===== src/rtl/core/wfm_pkg.sv =====
// Shared types and constants for the window frequency measurement block.
// No dependencies; every other file in rtl/core imports this package.
`timescale 1ns / 1ps
package wfm_pkg;

  // Field widths
  localparam int COUNT_W = 64;
  localparam int CFG_W   = 32;
  localparam int FREQ_W  = 34;

  // Quotient bits worth computing: anything at or above 2^35 is out of range
  localparam int QUOT_W      = 35;
  localparam int DIV_STEPS   = 5;
  localparam int DIV_STAGES  = QUOT_W / DIV_STEPS;
  localparam int ROUND_W     = QUOT_W + 1;

  // Accepted output range, inclusive
  localparam logic [ROUND_W-1:0] FREQ_MIN_HZ = ROUND_W'(64'd1000000);
  localparam logic [ROUND_W-1:0] FREQ_MAX_HZ = ROUND_W'(64'd10000000000);

  // Configuration register indexes
  localparam int CFG_IDX_W = 1;
  localparam logic [CFG_IDX_W-1:0] REG_REF_CLOCK_HZ = 1'b0;
  localparam logic [CFG_IDX_W-1:0] REG_WINDOW_TICKS = 1'b1;

  typedef struct packed {
    logic [COUNT_W-1:0] start_count;
    logic [COUNT_W-1:0] end_count;
  } in_item_t;

  typedef struct packed {
    logic              valid_res;
    logic [FREQ_W-1:0] measured_hz;
  } out_item_t;

  // Divider pipeline payload: partial remainder plus a shift register that
  // feeds dividend bits out the top and takes quotient bits in at the bottom
  typedef struct packed {
    logic              bad;
    logic [CFG_W-1:0]  rem;
    logic [QUOT_W-1:0] bits;
  } div_data_t;

endpackage


===== src/rtl/core/wfm_back.sv =====
// Back end: round half up, range check, output register.
// Two register stages; depends on wfm_pkg.
`timescale 1ns / 1ps
module wfm_back (
  input  logic                      clk,
  input  logic                      rst,
  input  logic                      up_valid,
  output logic                      up_stall,
  input  wfm_pkg::div_data_t        up_data,
  input  logic [wfm_pkg::CFG_W-1:0] window_ticks,
  output logic                      dn_valid,
  input  logic                      dn_stall,
  output wfm_pkg::out_item_t        dn_item
);
  import wfm_pkg::*;

  logic               r_valid, r_stall;
  logic               r_bad;
  logic [ROUND_W-1:0] r_quot;
  logic               o_valid, o_stall;
  out_item_t          o_item;
  logic               round_up_c;
  logic               in_range_c;

  assign o_stall  = o_valid && dn_stall;
  assign r_stall  = r_valid && o_stall;
  assign up_stall = r_stall;

  // Round: remainder at or above half the divisor bumps the quotient
  assign round_up_c = {up_data.rem, 1'b0} >= {1'b0, window_ticks};

  always_ff @(posedge clk) begin
    if (rst) begin
      r_valid <= 1'b0;
    end else if (!r_stall) begin
      r_valid <= up_valid;
    end
  end

  always_ff @(posedge clk) begin
    if (!r_stall) begin
      r_bad  <= up_data.bad;
      r_quot <= {1'b0, up_data.bits} + ROUND_W'(round_up_c);
    end
  end

  // Range check and result register
  assign in_range_c = !r_bad && (r_quot >= FREQ_MIN_HZ) && (r_quot <= FREQ_MAX_HZ);

  always_ff @(posedge clk) begin
    if (rst) begin
      o_valid <= 1'b0;
    end else if (!o_stall) begin
      o_valid <= r_valid;
    end
  end

  always_ff @(posedge clk) begin
    if (!o_stall) begin
      o_item.valid_res   <= in_range_c;
      o_item.measured_hz <= in_range_c ? r_quot[FREQ_W-1:0] : '0;
    end
  end

  assign dn_valid = o_valid;
  assign dn_item  = o_item;

endmodule


===== config.mk =====
export PLATFORM = sky130hd
export DESIGN_NAME = wfm_back
export DESIGN_NICKNAME = d
export VERILOG_FILES = /design/src/rtl/core/wfm_pkg.sv /design/src/rtl/core/wfm_back.sv
export SDC_FILE = /design/constraint.sdc
export NUM_CORES = 1
export LEC_CHECK = 0
export ABC_AREA = 1
export BUFFER_PORTS_ARGS = -buffer_cell sky130_fd_sc_hd__buf_4
export CORE_MARGIN = 2
export CORE_UTILIZATION = 50
export CTS_CLUSTER_DIAMETER = 60
export DETAILED_ROUTE_END_ITERATION = 12
export PLACE_DENSITY = 0.78
export SLEW_MARGIN = 10
export SYNTH_ARGS = -nofsm -noshare
export SYNTH_HDL_FRONTEND = slang
export SYNTH_SLANG_ARGS = --single-unit

===== constraint.sdc =====
create_clock -name clk -period 9.6 [get_ports clk]
set_input_delay 1.44 -clock clk [delete_from_list [all_inputs] [get_ports clk]]
set_output_delay 1.44 -clock clk [all_outputs]
set_load 0.05 [all_outputs]

==> results.yml <==
clock_tree:
  cts_hold_buf: 0
  ctsLongestPathBuffers: 2
  cts_buffers: 9
  clk_latency_ns: 0.35
  h-tree-depth: 3
  cts_sinks: 74
  cts-root-buf: "clkbuf_8"
  cts_tree: "yes"
  cts_resized: 0
  clk_pin_slew_worst_paths_ns: 0.07
  cts_setup_buffers: 0
logic_synthesis:
  ys_warn_count: 0
  synth_area_leader_cell: "edfxtp_1"
  syn_inst: 525
  synthTopCellsByCount: "nand2_1 (101), inv_1 (96), nor2_1 (94)"
  synth_top_area_share_pct: 47.75
  ys_async_sr_fraction_pct: 0
  ys_seq_elements: 74
  syn_area_sq_um: 4528
  yosysSeqAreaShare_pct: 48.63
  avgSynthCellArea_sq_um: 8.625
  synthTopCellsByArea: "edfxtp_1 (48%), ha_1 (9.1%), nand2_1 (8.4%)"
  ys_types: 24
  synthFlopType: "edfxtp_1"
  yosysMostFrequentCell: "nand2_1"
  synth_edf_count: 72
  syn_nets: 662
placed_design:
  portBuffers: 140
  gp_congestion: 0.8988
  hpwlAfterDp_mm: 9.160
grt:
  grt_usage_pct: 23.18
  grt_max_degree: 38
  grt_pass1_vias: 4065
  antenna_found_initial: 0
  gr-total-overflow: 0
  grt_first_pass_wirelength_mm: 18.02
timing:
  finalSetupTns_ns: 0
  report.final.slew_viol_count: 0
  fmax_mhz: 247.9
  rsz0062_at_grt: "no"
  worstMarginPinSlew_ns: 0.5640
  relSlewSlack_pct: 62.27
  finalHoldViolCount: 0
  period_share_pct: 42.02
  clock_skew_ns: 0.01136
  setup_viol: 0
  fin_crit_ns: 4.034
setup_path:
  crit_buf_inv: 2
  worstPathMaxFanout: 4
  worstPathArrival_ns: 4.13
  cp.required_ns: 9.69
  path_cells: "buf_4 > ha_1 > inv_1 > or2_2 > nor3_1 > nor2b_1 > nand3_1 > nand3_1 > ha_1 > ha_1 > nand3_1 > nor2_2 > nand2_1 > nor2_1 > nand2_1 > xnor2_1"
  crit_path_top_delay_cell: "or2_2"
  critPathKind: "in -> reg"
  critPathTopFamily: "simple AND/OR/NAND/NOR gates"
  slowest_delay_ns: 0.28
  worstSetupStartpointType: "input port"
  critPathCaptureType: "register"
pwr:
  worst_ir_drop_vdd_mv: 0.07713
  power.density_nw_per_um2: 136.3
  leakagePower_nw: 2.935
floorplan:
  die_h_microns: 99.17
  num_io_pins: 141
  start_util_pct: 51.67
  num_rows: 34
  die_w_microns: 99.17
  core_region_area_sq_um: 8763
  dieArea_sq_um: 9834
drt:
  highest_layer: "met4"
  first_pass_iters: 4
  drt_wl_total_mm: 11.02
  wl_met1_mm: 4.461
  vias_per_cell: 5.105
  dr.first_iter.drc_count: 225
  avgRoutedWirePerCell_microns: 13.99
  wl_met2_mm: 5.564
  antenna_left: 0
  drc: 0
  dr_total_vias: 4023
  wl_met3_microns: 727
finish:
  syn_to_final_growth_pct: 31.00
  nNetsFinal: 812
  diodes: 0
  layout-drive-gt1-share_pct: 24.41
  final_util_pct: 67.69
hold_path:
  hold_path.class: "reg -> reg"
run:
  cap_violations: 0
status:
  status: "finished clean"
==> final timing paths <==
check	start	to	slack, ns	cells past startpoint
worst min-delay path	r_valid	dn_valid	0.47	2
worst max register to register	r_quot[23]	dn_item[17]	7.56	10
worst min register to register	r_valid	dn_valid	0.47	2
worst max-delay path	up_data[65]	r_quot[32]	5.57	16
==> sequential cells by signal (all words and copies together) (netlist names) <==
| register | cells |
|---|---|
| dn_item | 35 |
| r_quot | 36 |
| dn_valid | 1 |
| r_bad | 1 |
| r_valid | 1 |
==> cells by family after synthesis <==
logic type               after synthesis  share of synthesized area (%)
XOR/XNOR                              33                          6.383
adder cells (fa/ha/maj)               33                          9.119
buffers and inverters                 99                          8.290
AO/OA/AOI/OAI                         26                          2.984
flip-flops                            74                          48.63
AND/OR/NAND/NOR                      260                          24.59
==> per-layer routing <==
layer | vias to the layer above | GRT usage (%)
met5 | - | 0
met4 | 0 | 10.22
met3 | 27 | 4.427
met2 | 176 | 40.49
met1 | 1830 | 27.87
li1 | 1990 | -
==> worst reg2reg max path, stage by stage, from the launching register on <==
cell and delay, ns:
edfxtp_1 0.38, inv_1 0.09, nand2_1 0.06, nor2_1 0.32
nand2_1 0.09, nor2_1 0.09, nand2_1 0.06, nand3_1 0.07
nand2_1 0.07, nand2_2 0.43, nor2_1 0.12
==> stage by stage <==
step | instance area, sq um | cells | hold WS, ns | worst slack [ns] | total power, mW
floorplan | 4528 | 525 | 0.4301 | 5.136 | 0.4819
global placement | 5714 | 772 | 0.4386 | 5.306 | 0.5501
detailed placement | 5714 | 772 | 0.4651 | 5.195 | 0.5548
CTS | 5932 | 788 | 0.4755 | 5.571 | 0.8127
global route | 5932 | 788 | 0.5004 | 5.279 | 0.8399
finish | 5932 | 788 | 0.4739 | 5.566 | 0.8086
==> final cells by class <==
| type | instances | area [sq um] |
|---|---|---|
| timing repair buffer | 142 | 1066 |
| clock inverter | 7 | 93.84 |
| inverter | 96 | 360.3 |
| fill | 740 | 2831 |
| multi-input combinational | 352 | 1951 |
| clock buffer | 9 | 123.9 |
| sequential | 74 | 2202 |
| tap | 108 | 135.1 |
==> where the power goes <==
group | leakage (nW) | internal (mW) | switching, mW
registers | 0.820 | 0.376 | 0.00958
clock network | 0.107 | 0.146 | 0.115
logic | 2.01 | 0.0652 | 0.0971
==> cell usage in the layout, fill, tap and decap left out <==
cell / Yosys / final
clkbuf_8: 0 / 9
nor3_1: 19 / 19
edfxtp_1: 72 / 72
xnor2_1: 16 / 16
nor2_1: 94 / 94
nand2_1: 101 / 101
clkinv_2: 0 / 1
nand3_1: 22 / 22
clkinv_4: 0 / 2
nor2b_1: 1 / 1
inv_1: 96 / 96
xor2_1: 17 / 17
nand3_2: 1 / 1
a21oi_1: 19 / 19
nand3b_1: 1 / 1
nor2_4: 2 / 2
bufinv_16: 0 / 2
o21a_1: 2 / 2
or2_2: 1 / 1
and3_1: 1 / 1
o21ai_0: 5 / 5
clkinvlp_4: 0 / 1
nand4_1: 12 / 12
clkinv_1: 0 / 1
dfxtp_1: 2 / 2
nand2_2: 2 / 2
nand3_4: 1 / 1
ha_1: 33 / 33
nor2_2: 2 / 2
buf_4: 0 / 142
Power figures use the tool's default switching activity.
