### config.mk
export PLATFORM = sky130hd
export DESIGN_NAME = wfm_div_stage
export DESIGN_NICKNAME = d
export VERILOG_FILES = /design/src/rtl/core/wfm_pkg.sv /design/src/rtl/core/wfm_div_stage.sv
export SDC_FILE = /design/constraint.sdc
export NUM_CORES = 1
export LEC_CHECK = 0
export BUFFER_PORTS_ARGS = -buffer_cell sky130_fd_sc_hd__buf_4
export CAP_MARGIN = 20
export CORE_MARGIN = 4
export CORE_UTILIZATION = 55
export DETAILED_ROUTE_END_ITERATION = 7
export GPL_ROUTABILITY_DRIVEN = 0
export MAX_ROUTING_LAYER = met4
export PLACE_DENSITY_LB_ADDON = 0.2
export SYNTH_ARGS = -nofsm -noshare
export SYNTH_HDL_FRONTEND = slang
export SYNTH_SLANG_ARGS = --single-unit
### constraint.sdc
create_clock -name clk -period 45.1 [get_ports clk]
set_input_delay 2.255 -clock clk [delete_from_list [all_inputs] [get_ports clk]]
set_output_delay 2.255 -clock clk [all_outputs]
set_load 0.02 [all_outputs]
### src/rtl/core/wfm_pkg.sv
// Shared types and constants for the window frequency measurement block.
// No dependencies; every other file in rtl/core imports this package.
`timescale 1ns / 1ps
package wfm_pkg;

  // Field widths
  localparam int COUNT_W = 64;
  localparam int CFG_W   = 32;
  localparam int FREQ_W  = 34;

  // Quotient bits worth computing: anything at or above 2^35 is out of range
  localparam int QUOT_W      = 35;
  localparam int DIV_STEPS   = 5;
  localparam int DIV_STAGES  = QUOT_W / DIV_STEPS;
  localparam int ROUND_W     = QUOT_W + 1;

  // Accepted output range, inclusive
  localparam logic [ROUND_W-1:0] FREQ_MIN_HZ = ROUND_W'(64'd1000000);
  localparam logic [ROUND_W-1:0] FREQ_MAX_HZ = ROUND_W'(64'd10000000000);

  // Configuration register indexes
  localparam int CFG_IDX_W = 1;
  localparam logic [CFG_IDX_W-1:0] REG_REF_CLOCK_HZ = 1'b0;
  localparam logic [CFG_IDX_W-1:0] REG_WINDOW_TICKS = 1'b1;

  typedef struct packed {
    logic [COUNT_W-1:0] start_count;
    logic [COUNT_W-1:0] end_count;
  } in_item_t;

  typedef struct packed {
    logic              valid_res;
    logic [FREQ_W-1:0] measured_hz;
  } out_item_t;

  // Divider pipeline payload: partial remainder plus a shift register that
  // feeds dividend bits out the top and takes quotient bits in at the bottom
  typedef struct packed {
    logic              bad;
    logic [CFG_W-1:0]  rem;
    logic [QUOT_W-1:0] bits;
  } div_data_t;

endpackage

### src/rtl/core/wfm_div_stage.sv
// One restoring divider stage: DIV_STEPS quotient bits per register stage.
// Depends on wfm_pkg.
`timescale 1ns / 1ps
module wfm_div_stage (
  input  logic                      clk,
  input  logic                      rst,
  input  logic                      up_valid,
  output logic                      up_stall,
  input  wfm_pkg::div_data_t        up_data,
  input  logic [wfm_pkg::CFG_W-1:0] window_ticks,
  output logic                      dn_valid,
  input  logic                      dn_stall,
  output wfm_pkg::div_data_t        dn_data
);
  import wfm_pkg::*;

  logic      st_valid;
  div_data_t st_data;
  div_data_t step_c;

  assign up_stall = st_valid && dn_stall;

  // Shift-compare-subtract, one quotient bit per step
  always_comb begin
    logic [CFG_W:0] trial;
    logic           q;
    step_c = up_data;
    for (int i = 0; i < DIV_STEPS; i++) begin
      trial = {step_c.rem, step_c.bits[QUOT_W-1]};
      q     = trial >= {1'b0, window_ticks};
      if (q) begin
        trial = trial - {1'b0, window_ticks};
      end
      step_c.rem  = trial[CFG_W-1:0];
      step_c.bits = {step_c.bits[QUOT_W-2:0], q};
    end
  end

  always_ff @(posedge clk) begin
    if (rst) begin
      st_valid <= 1'b0;
    end else if (!up_stall) begin
      st_valid <= up_valid;
    end
  end

  always_ff @(posedge clk) begin
    if (!up_stall) begin
      st_data <= step_c;
    end
  end

  assign dn_valid = st_valid;
  assign dn_data  = st_data;

endmodule

==> summary.txt, run 1 <==
Yosys
  • Proportion of register bits with asynchronous set or reset after synthesis: 0%
  • Warning count from the yosys run: 0
  • Count of cell types in the netlist: 86
  • Post-synth top flop: sky130_fd_sc_hd__edfxtp_1
  • Synthesized instance count: 1538
  • Top cell type by total area after synthesis: sky130_fd_sc_hd__edfxtp_1
  • Most numerous cell types in the synthesized netlist: sky130_fd_sc_hd__a21oi_1 (165), sky130_fd_sc_hd__ha_1 (160), sky130_fd_sc_hd__nand2_1 (130)
  • Library cell with the highest instance count after synthesis: sky130_fd_sc_hd__a21oi_1
  • #FFs+latches synth: 69
  • Mean post-synth cell area: 7.91 um^2
  • Area share of the leading cell type in the synthesized netlist: 16.8%
  • Cell types with the largest area share after synthesis: sky130_fd_sc_hd__edfxtp_1 (17%), sky130_fd_sc_hd__ha_1 (16%), sky130_fd_sc_hd__a21oi_1 (6.8%)
  • Total standard cell area after synthesis: 12200 um^2
  • Post-synth EDFFs: 68
  • Synthesized Nets: 1807
  • Sequential area share after synthesis: 16.9%

Setup path
  • Required @ worst endpoint: 45.22 ns
  • Biggest fanout along the worst timing path: 47
  • Crit start category: input port
  • CP max stage delay: 0.56 ns
  • Buffers plus inverters on the worst setup path: 12
  • Data arrival, critical path: 19.27 ns
  • CP delay by family, top: compound AO/OA/AOI/OAI gates
  • Critical Path Most Common Cell: sky130_fd_sc_hd__a21oi_1
  • Worst-path cell with the longest stage delay: sky130_fd_sc_hd__a21oi_2
  • Type of the worst setup path: input port to register
  • Crit. End Element: register

Routing
  • DR vias: 12300
  • Drt drc: 0
  • Post-DRT Antenna Nets: 0
  • Pre-Repair DR Iteration Count: 8
  • Sum of routed wire length over all layers: 37.4 mm
  • Via density per instance: 6.25
  • Number of DRC markers after the initial detailed-route iteration: 1199
  • Avg WL per Cell: 19.0 um

Clock tree
  • Number of gates resized after cts: 0
  • Root Buffer Master: sky130_fd_sc_hd__clkbuf_16
  • Count of buffers added by post-CTS timing repair for setup: 0
  • Number of hold-repair buffers added at the cts stage: 0
  • Number of clock buffers inserted by TritonCTS: 9
  • Sink count of the clock tree: 69
  • Worst skew pair latency: 0.34 ns
  • H-tree depth: 3
  • Buffer levels on the longest clock path: 2
  • Clock tree from TritonCTS: done
  • Clock-pin slew reported for the worst setup and hold paths after clock tree synthesis: 0.06 ns

Timing
  • Time the worst path needs with I/O delays and setup: 19.15 ns
  • Setup-failing EPs final: 0
  • Setup_tns: 0 ns
  • Worst Skew: 0.00548 ns
  • Normalized max-slew margin: 40.0%
  • Number of slew-limit violations in the final report: 0
  • Hold violation count in the final report: 0
  • RSZ-0062 raised after global routing: false
  • Max Freq: 52.2 MHz
  • Transition time at the pin with the least slew margin: 0.899 ns
  • Share of the clock period used by the worst path: 42.5%

Final layout
  • Share of cells above drive strength 1: 16.6%
  • Sequential standard cell area: 2060 um^2
  • Post-Layout Cell Count: 1969
  • Final standard cell utilization of the core: 64.3%
  • Layout net count: 1953
  • Multi-input gate area: 9590 um^2
  • Post-synthesis to final-layout area growth: 15.3%
  • Final antenna diode count: 0
  • Layout fillers: 1971

Global route
  • Total gr overflow: 0
  • Number of global-route vias before repair: 11500
  • Global-route wire length before repair: 57.8 mm
  • Overall fraction of global-route tracks in use: 30.0%
  • Antenna violations before repair: 0
  • Pin count of the biggest net entering global routing: 70

Floorplanning
  • DIE HEIGHT: 157 um
  • Die boundary width: 157 um
  • Number of placed I/O pins: 174
  • Die area: 24600 um^2
  • Initial core utilization: 55.8%
  • Core Footprint: 21800 um^2
  • Num rows: 54

Placement
  • Count of input and output buffers: 173
  • DP HPWL: 30.5 mm
  • Cell total after placement: 1953

Job
  • Number of maximum-capacitance violations: 0

Run status
  • Result of the run: complete, no violations

Worst hold path
  • Type of the most critical hold path: register to register
[routing by layer]
| layer | track usage [%] | up-vias | routed length (um) |
|---|---|---|---|
| li1 | - | 6044 | - |
| met4 | 12.4 | 0 | 1520 |
| met2 | 48.6 | 557 | 17400 |
| met5 | - | - | 0 |
| met1 | 37.8 | 5600 | 15600 |
| met3 | 4.01 | 111 | 2870 |
[placed cells by master (no fill, tap or decap), types with 7 or more instances in the layout]
cell type,n
sky130_fd_sc_hd__o21ai_1,15
sky130_fd_sc_hd__o21ai_0,96
sky130_fd_sc_hd__a221o_1,25
sky130_fd_sc_hd__nor2_1,116
sky130_fd_sc_hd__inv_1,89
sky130_fd_sc_hd__a21o_1,70
sky130_fd_sc_hd__edfxtp_1,68
sky130_fd_sc_hd__nand2_1,129
sky130_fd_sc_hd__mux2_2,50
sky130_fd_sc_hd__a211o_1,7
sky130_fd_sc_hd__o21bai_1,23
sky130_fd_sc_hd__mux2i_1,8
sky130_fd_sc_hd__nand2b_1,17
sky130_fd_sc_hd__o211ai_1,7
sky130_fd_sc_hd__and3_1,13
sky130_fd_sc_hd__o31ai_1,13
sky130_fd_sc_hd__nor3_1,45
sky130_fd_sc_hd__clkbuf_16,9
sky130_fd_sc_hd__a21oi_1,164
sky130_fd_sc_hd__and2_1,8
sky130_fd_sc_hd__xnor2_1,91
sky130_fd_sc_hd__nor4_1,7
sky130_fd_sc_hd__a31oi_1,13
sky130_fd_sc_hd__o21a_1,27
sky130_fd_sc_hd__a211oi_1,11
sky130_fd_sc_hd__nand4_1,24
sky130_fd_sc_hd__ha_1,160
sky130_fd_sc_hd__buf_4,179
sky130_fd_sc_hd__a21boi_0,8
sky130_fd_sc_hd__nand3_1,24
sky130_fd_sc_hd__nor2b_1,20
sky130_fd_sc_hd__xor2_1,41
sky130_fd_sc_hd__or3_1,7
[state kept, by name, summed over array words and instances (netlist names)]
register / flops
dn_data: 68
dn_valid: 1
[stage by stage]
step                      area (um^2)  worst slack [ns]  hold slack (ns)
after floorplan                 12200             29.28             2.12
after global placement          13700             26.61             1.22
after detailed placement        13700             26.12             1.23
after CTS                       14000             26.39             1.24
after global routing            14000             24.71             1.32
final                           14000             25.95             1.22
[area by class of cell]
type	instances	share of cell area [%]
clock buffer	9	1.60
clock inverter	7	0.740
inverter	93	2.58
multi-input combinational	1332	68.3
sequential	69	14.7
tap	280	2.50
timing repair buffer	179	9.58
[cell families after synthesis]
family	count (synthesis)	synth area share, %
fa+ha+maj	165	17.3
flops	69	16.9
simple gates	438	17.1
compound gates	534	28.7
buf+inv	137	4.64
xor+xnor	132	9.50
mux	63	5.89
[path summary, 6_finish.rpt]
check                        from     endpoint  slack (ns)  cells after the start
hold reg to reg          dn_valid   dn_data[0]        1.22                      1
hold / removal           dn_valid   dn_data[0]        1.22                      1
setup reg to reg         dn_valid     dn_valid       43.69                      4
setup / recovery  window_ticks[2]  dn_data[37]       25.95                     63
Power of run 1 is left out: the tool's default activity adds up to more than one toggle a clock period on the data nets, which glitch-free logic cannot reach.
==> inputs of run 2 (changes only) <==
clock period = 19.1 ns   (was 45.1 ns; I/O delays follow)
==> summary.txt, run 2 (synthesized netlist as in run 1, its figures left out) <==
Floorplanning
  • Number of placed I/O pins: 174
  • DIE HEIGHT: 157 um
  • Num rows: 54
  • Core Footprint: 21800 um^2
  • Die boundary width: 157 um
  • Die area: 24600 um^2
  • Initial core utilization: 55.8%

Worst hold path
  • Worst hold path startpoint: rst
  • Cell depth of the worst hold path: 2
  • Type of the most critical hold path: input port to register

Setup path
  • Required @ worst endpoint: 19.19 ns
  • Crit. End Element: register
  • Worst-path cell with the longest stage delay: sky130_fd_sc_hd__mux2i_2
  • Type of the worst setup path: input port to register
  • Biggest fanout along the worst timing path: 47
  • Data arrival, critical path: 18.04 ns
  • Worst reg2reg startpoint: dn_valid
  • CP max stage delay: 0.76 ns
  • Crit start category: input port
  • R2R depth: 1
  • CP Launch Point: window_ticks[20]

Final layout
  • Flip-flop count of the largest register after layout: 68
  • Most common cell after layout, fill and taps aside: sky130_fd_sc_hd__buf_4
  • Multi-input gate area: 9590 um^2
  • Layout net count: 1953
  • Post-synthesis to final-layout area growth: 15.1%
  • Layout fillers: 1968
  • Sequential standard cell area: 2060 um^2
  • Final instance area: 14000 um^2
  • Post-Layout Cell Count: 1970
  • Top library cells by usage in the layout, fill and taps aside: sky130_fd_sc_hd__buf_4 (179), sky130_fd_sc_hd__a21oi_1 (164), sky130_fd_sc_hd__ha_1 (160)
  • Share of cells above drive strength 1: 16.6%

Clock tree
  • Buffer levels on the longest clock path: 2
  • Number of gates resized after cts: 0
  • H-tree depth: 3
  • Worst skew pair latency: 0.34 ns
  • Count of buffers added by post-CTS timing repair for setup: 0
  • Number of clock buffers inserted by TritonCTS: 9
  • Clock-pin slew reported for the worst setup and hold paths after clock tree synthesis: 0.06 ns
  • Root Buffer Master: sky130_fd_sc_hd__clkbuf_16
  • Sink count of the clock tree: 69
  • Number of hold-repair buffers added at the cts stage: 0
  • Clock tree from TritonCTS: done

Routing
  • Via density per instance: 6.36
  • Sum of routed wire length over all layers: 38.0 mm
  • Avg WL per Cell: 19.3 um
  • Pre-Repair DR Iteration Count: 6
  • DR vias: 12500
  • Post-DRT Antenna Nets: 0
  • Number of DRC markers after the initial detailed-route iteration: 1250
  • Drt drc: 0

Timing
  • RSZ-0062 raised after global routing: false
  • Number of slew-limit violations in the final report: 0
  • Final WS setup: 1.15 ns
  • Setup_tns: 0 ns
  • Hold violation count in the final report: 0
  • Max Freq: 55.7 MHz
  • Share of the clock period used by the worst path: 94.0%
  • Normalized max-slew margin: 37.3%
  • Setup-failing EPs final: 0
  • Time the worst path needs with I/O delays and setup: 17.95 ns
  • Transition time at the pin with the least slew margin: 0.922 ns
  • Worst Skew: 0.00894 ns

Global route
  • Total gr overflow: 0
  • Overall fraction of global-route tracks in use: 30.5%
  • Global-route wire length before repair: 58.9 mm
  • Antenna violations before repair: 1
  • Pin count of the biggest net entering global routing: 70
  • Number of global-route vias before repair: 11900

Placement
  • Placed cell areas: 13700 um^2
  • Worst slack at placement: 1.39 ns
  • Count of input and output buffers: 173
  • Cell total after placement: 1953
  • DP HPWL: 31.1 mm

Run status
  • Result of the run: complete, no violations

Job
  • Number of maximum-capacitance violations: 0
run 2: final timing paths:
kind              slack (ns)     endpoint
hold / removal          0.76     dn_valid
setup reg to reg       17.70  dn_data[37]
setup / recovery        1.15  dn_data[36]
hold reg to reg         1.21  dn_data[19]
run 2: per-layer routing:
metal	share of wire [%]	global-route usage [%]	vias to the layer above
li1	-	-	6030
met1	41	37.7	5714
met2	46	49.5	647
met3	8.7	4.45	141
met4	4.5	13.6	0
met5	0	-	-
run 2: layout make-up:
| class | count | share of cell area, % |
|---|---|---|
| timing repair buffer | 179 | 9.59 |
| clock buffer | 9 | 1.61 |
| clock inverter | 7 | 0.572 |
| tap | 280 | 2.50 |
| multi-input combinational | 1332 | 68.4 |
| antenna | 1 | 0.0179 |
| inverter | 93 | 2.58 |
| sequential | 69 | 14.7 |
run 2: metrics by stage:
stage / utilization, % / hold slack [ns]
finish: 64.2 / 0.759
global placement: 62.8 / 1.11
global route: 64.2 / 0.770
floorplan: - / 1.03
detailed placement: 62.8 / 1.12
CTS: 64.2 / 0.749
run 2: worst max-delay path, delay by kind of cell:
kind | cells | cell delay, ns
buffers and inverters | 8 | 2.65
adders and majority gates | 5 | 1.81
muxes | 3 | 1.58
and+or+nand+nor | 9 | 2.36
AOI/OAI and AO/OA | 33 | 8.61
Power of run 2 is left out for the same reason.
